<file path="config.mk">
export PLATFORM = sky130hd
export DESIGN_NAME = tme_lstack
export DESIGN_NICKNAME = d
export VERILOG_FILES = /design/src/hw/rtl/tme_pkg.sv /design/src/hw/rtl/tme_lstack.sv
export SDC_FILE = /design/constraint.sdc
export NUM_CORES = 1
export LEC_CHECK = 0
export BUFFER_PORTS_ARGS = -buffer_cell sky130_fd_sc_hd__buf_2
export CORE_UTILIZATION = 50
export CTS_CLUSTER_SIZE = 28
export DETAILED_ROUTE_END_ITERATION = 12
export GPL_ROUTABILITY_DRIVEN = 1
export MAX_ROUTING_LAYER = met4
export PLACE_DENSITY = 0.71
export SLEW_MARGIN = 20
export SYNTH_ARGS = -nofsm -noshare
export SYNTH_HDL_FRONTEND = slang
export SYNTH_SLANG_ARGS = --single-unit
</file>
<file path="constraint.sdc">
create_clock -name clk -period 3.3 [get_ports clk]
set_clock_uncertainty 0.05 [all_clocks]
set_input_delay 0.165 -clock clk [delete_from_list [all_inputs] [get_ports clk]]
set_output_delay 0.165 -clock clk [all_outputs]
set_load 0.005 [all_outputs]
</file>
<file path="src/hw/rtl/tme_pkg.sv">
// Shared constants, codes and control structs for the tape machine executor.
// No dependencies; every RTL file of the block imports this package.
package tme_pkg;

	// Sizing
	localparam int TAPE_DEPTH = 32768;
	localparam int LOOP_DEPTH = 64;
	localparam int ADDR_BITS  = 16;

	localparam int BYTE_W = 8;
	localparam int WORD_W = 16;
	localparam int PTR_W  = (TAPE_DEPTH > 1) ? $clog2(TAPE_DEPTH) : 1;
	localparam int FILL_W = PTR_W + 1;
	localparam int STK_W  = $clog2(LOOP_DEPTH + 1);
	localparam int SIDX_W = (LOOP_DEPTH > 1) ? $clog2(LOOP_DEPTH) : 1;

	// Pushed return addresses wrap to ADDR_BITS
	localparam logic [WORD_W-1:0] ADDR_MASK = WORD_W'((64'd1 << ADDR_BITS) - 64'd1);

	// Item kinds
	localparam logic [1:0] KIND_INSTR   = 2'd0;
	localparam logic [1:0] KIND_CONSOLE = 2'd1;
	localparam logic [1:0] KIND_EOF     = 2'd2;

	// Command bytes
	localparam logic [BYTE_W-1:0] CMD_OPEN  = 8'h5B;
	localparam logic [BYTE_W-1:0] CMD_CLOSE = 8'h5D;
	localparam logic [BYTE_W-1:0] CMD_INC   = 8'h2B;
	localparam logic [BYTE_W-1:0] CMD_DEC   = 8'h2D;
	localparam logic [BYTE_W-1:0] CMD_RIGHT = 8'h3E;
	localparam logic [BYTE_W-1:0] CMD_LEFT  = 8'h3C;
	localparam logic [BYTE_W-1:0] CMD_OUT   = 8'h2E;
	localparam logic [BYTE_W-1:0] CMD_IN    = 8'h2C;

	typedef enum logic [2:0] {
		ACT_CONTINUE = 3'd0,
		ACT_OUTPUT   = 3'd1,
		ACT_JUMP     = 3'd2,
		ACT_REQUEST  = 3'd3,
		ACT_HALT     = 3'd4
	} action_t;

	typedef enum logic [2:0] {
		ERR_NONE  = 3'd0,
		ERR_BELOW = 3'd1,
		ERR_PAST  = 3'd2,
		ERR_UNBAL = 3'd3,
		ERR_DEEP  = 3'd4
	} err_t;

	// Tape operation for one executed beat
	typedef struct packed {
		logic              mv_right;
		logic              mv_left;
		logic              wr;
		logic [BYTE_W-1:0] wr_data;
	} tape_cmd_t;

	// Loop stack operation for one executed beat
	typedef struct packed {
		logic              push;
		logic              pop;
		logic [WORD_W-1:0] push_data;
	} stack_cmd_t;

endpackage

</file>
<file path="src/hw/rtl/tme_lstack.sv">
// Loop-return stack: synchronous memory with the top two entries held in registers.
// Entries are undefined until pushed. Depends on tme_pkg.
module tme_lstack (
	input  logic                       clk,
	input  logic                       arst_n,
	input  tme_pkg::stack_cmd_t        cmd,
	output logic [tme_pkg::WORD_W-1:0] tos,
	output logic [tme_pkg::STK_W-1:0]  count
);
	import tme_pkg::*;

	logic [WORD_W-1:0] mem [LOOP_DEPTH];

	logic [STK_W-1:0]  cnt_q;
	logic [WORD_W-1:0] tos_q, sec_q, rdata_s1, sec_eff;
	logic              secmem_q;
	logic [SIDX_W-1:0] wr_idx, rd_idx;

	assign wr_idx  = cnt_q[SIDX_W-1:0];
	assign rd_idx  = cnt_q[SIDX_W-1:0] - SIDX_W'(3);
	assign sec_eff = secmem_q ? rdata_s1 : sec_q;

	// Memory port: push writes the new top, a pop prefetches the new second entry
	always_ff @(posedge clk) begin
		if (cmd.push) begin
			mem[wr_idx] <= cmd.push_data;
		end
		rdata_s1 <= mem[rd_idx];
	end

	// Shift the top two registers
	always_ff @(posedge clk) begin
		if (cmd.push) begin
			tos_q <= cmd.push_data;
			sec_q <= tos_q;
		end else if (cmd.pop) begin
			tos_q <= sec_eff;
		end else begin
			sec_q <= sec_eff;
		end
	end

	// Track depth and where the second entry lives
	always_ff @(posedge clk or negedge arst_n) begin
		if (!arst_n) begin
			cnt_q    <= '0;
			secmem_q <= 1'b0;
		end else begin
			secmem_q <= cmd.pop;
			if (cmd.push) begin
				cnt_q <= cnt_q + STK_W'(1);
			end else if (cmd.pop) begin
				cnt_q <= cnt_q - STK_W'(1);
			end
		end
	end

	assign tos   = tos_q;
	assign count = cnt_q;

endmodule

</file>
==> results.cfg <==
[die]
die_area_um2 = 84900
core-area_um2 = 82500
die_x_um = 291
die_h_um = 291
num_rows = 105
initial_core_util = 0.507
io_pins = 43

[final_layout]
syn_to_final_growth_pct = 13.6
layout-drive-gt1-share = 0.268
fillers = 5880
diodes = 0
finalNetCount = 2227
ff_latch_area_um2 = 32200
multi_input_area_um2 = 8960

[setup_path]
crit_slowest_cell = a211oi_1
critPathKind = reg -> reg
worstPathMaxFanout = 31
crit_chain = ha_4 > buf_12 > buf_4 > mux4_2 > and2_1 > a211oi_1 > o41ai_1
slowest_delay_ns = 0.64
cp-start-kind = flip-flop
reg2reg_depth = 7
arrival_ns = 3.57
worstPathRequired_ns = 3.77
endpoint_kind = flip-flop

[sta]
worst_pin_slew_ns = 1.14
setup_viol = 0
rsz0062_at_grt = false
max_freq_ghz = 0.322
period_needed_ns = 3.10
setup_slack_ns = 0.198
report.final.slew_viol_count = 0
setup_tns_ns = 0
slew_headroom = 0.240
final-hold-violation-count = 0
timing.final.crit_share = 0.940

[pwr]
ir_worst_vdd_mv = 0.860
p_leak_nw = 15.4
power_per_cell_area_nw_per_um2 = 961

[grt]
grt_max_degree = 72
first_global_vias = 21100
overflow = 0
antenna_found_initial = 1
grtUsageTotal = 0.255
grt_pass1_wl_mm = 150

[synth]
syn_avg_cell_area_um2 = 20.7
netlist_instances = 2024
netlist_area_um2 = 41900
synth_top_area_cell = edfxtp_1
synth_fp_nets = 2051
async_reset_ff_frac = 0.00741
synth-main-ff-cell = edfxtp_1
synth_edf_count = 1056
yosysSeqAreaShare = 0.770
synth_warnings = 0
synth-seq-cells = 1080
ys_top_cells_by_area = edfxtp_1 76%, mux4_2 14%, nand2_1 1.5%
synth.top_cell.area_share = 0.757
netlist-cell-type-count = 41

[place]
post-place-ws_ns = 0.314
hpwl_mm = 62.4
gp_congestion = 1.02
numPortBuffers = 42

[clock_network]
cts_resized = 0
clock_latency_ns = 0.67
numClockSinks = 1080
h-tree-depth = 3
cts_max_path_buffers = 3
clkTransAtPathRegs_ns = 0.06
numCtsBuffers = 102
cts-root-buf = clkbuf_16
cts_tree = done

[detailed_routing]
drt_wl_total_mm = 103
drt_iter0_markers = 2944
viasPerCell = 6.32
wl_per_cell_um = 30.8
vias = 21200
drc_errors = 0
drtAntennaViolNets = 0
first_pass_iters = 6

[worst_hold_path]
min_path_type = in -> reg
hold_depth = 1

[status]
status = complete, no violations

[job]
drv_cap = 0
## per-layer routing
layer | up-vias | track usage | wire (um)
met5 | - | - | 0
met4 | 0 | 0.0852 | 3370
met3 | 169 | 0.0512 | 10500
met2 | 1180 | 0.392 | 49800
met1 | 11200 | 0.344 | 39500
li1 | 8616 | - | -
## per-stage QoR
step	utilization	power, mW	std cells	hold WS (ns)	cell area (um^2)
after floorplan	-	27.2	2024	-0.181	41900
after global placement	0.536	34.1	3163	-0.0253	44200
after detailed placement	0.536	34.2	3163	-0.0215	44200
after CTS	0.577	45.7	3348	0.0137	47600
after global routing	0.577	47.1	3348	0.0115	47600
final	0.577	45.7	3348	0.0000527	47600
## cell usage in the layout, fill, tap and decap left out, drive strengths merged, types with 3 or more instances in the layout
cell type    synthesis  routed
a211oi              32      32
a21o                 3       3
a21oi               36      36
a31oi               17      17
and2                18      18
and3                16      16
buf                 70     180
bufinv               0      11
clkbuf              41     123
clkinv               0      39
clkinvlp             0       6
dfrtp                8       8
dfxtp               16      16
dlygate4sd3          0       3
edfxtp            1056    1056
ha                   6       6
inv                 37      40
mux4               272     272
nand2              170     170
nand3               54      54
nand4               17      17
nor2                87      87
nor2b               18      18
nor3                 3       3
o21ai                4       4
o41ai               16      16
xnor2                9       9
xor2                 5       5
## synthesized netlist by cell type (3+ instances only)
cell,count
buf_6,7
o41ai_2,4
clkbuf_1,41
buf_1,9
ha_1,6
edfxtp_1,1056
mux4_2,266
dfrtp_1,8
buf_2,38
and2_1,18
a21oi_1,36
xnor2_1,8
buf_4,15
o21ai_0,4
nor3_1,3
xor2_1,5
nor2_1,87
nor2b_1,18
inv_1,37
dfxtp_1,16
nand3_1,54
nand4_1,17
a211oi_1,32
o41ai_1,12
mux4_1,6
nand2_1,170
a31oi_1,17
and3_1,16
## what timing repair did
item | CTS | global route
hold endpoints to repair | 14 | 0
hold buffers | 3 | 0
setup buffers | 0 | 0
## critical path: cells and delay by family, from the launching register on
kind                       cells  cell delay [ns]
buffers and inverters          2             0.54
adders and majority gates      1             0.50
AOI/OAI and AO/OA              2             0.76
muxes                          1             0.31
and+or+nand+nor                1             0.18
DFF                            1             0.58
## cell families (layout without fill, tap and decap cells)
family,count (synthesis),count (layout),share of synthesized area
multiplexers,275,275,0.148
buffers and inverters,148,402,0.0174
flip-flops,1080,1080,0.770
AO/OA/AOI/OAI,112,112,0.0186
adder cells (fa/ha/maj),7,7,0.00227
XOR/XNOR,14,14,0.00338
AND/OR/NAND/NOR,388,388,0.0410
## final timing paths
kind | startpoint | endpoint | slack [ns]
worst max register to register | count[0] | rdata_s1[7] | 0.20
min in group asynchronous | arst_n | count[6] | 0.46
worst min register to register | count[6] | count[6] | 0.42
worst max-delay path | count[0] | rdata_s1[7] | 0.20
worst min-delay path | cmd[0] | mem[20][0] | 0.00005
max in group asynchronous | arst_n | count[0] | 2.38
## state kept, by name (all words and copies together) (netlist names)
name / cells
secmem_q: 1
sec_q: 16
tos: 16
rdata_s1: 16
mem: 1024
count: 7
## cell type report
type | count | area share
clock inverters | 59 | 0.0126
flip-flops and latches | 1080 | 0.678
well taps | 1070 | 0.0281
clock buffers | 123 | 0.0568
inverters | 37 | 0.00292
multi-input cells | 796 | 0.188
repair buffers | 183 | 0.0337
## report_power, final
group	switching [mW]	internal (mW)	leakage (nW)
clock network	4.93	6.68	1.61
registers	0.401	15.8	9.76
logic	10.7	7.22	3.99
No activity file was read; power rests on OpenSTA's default activity.
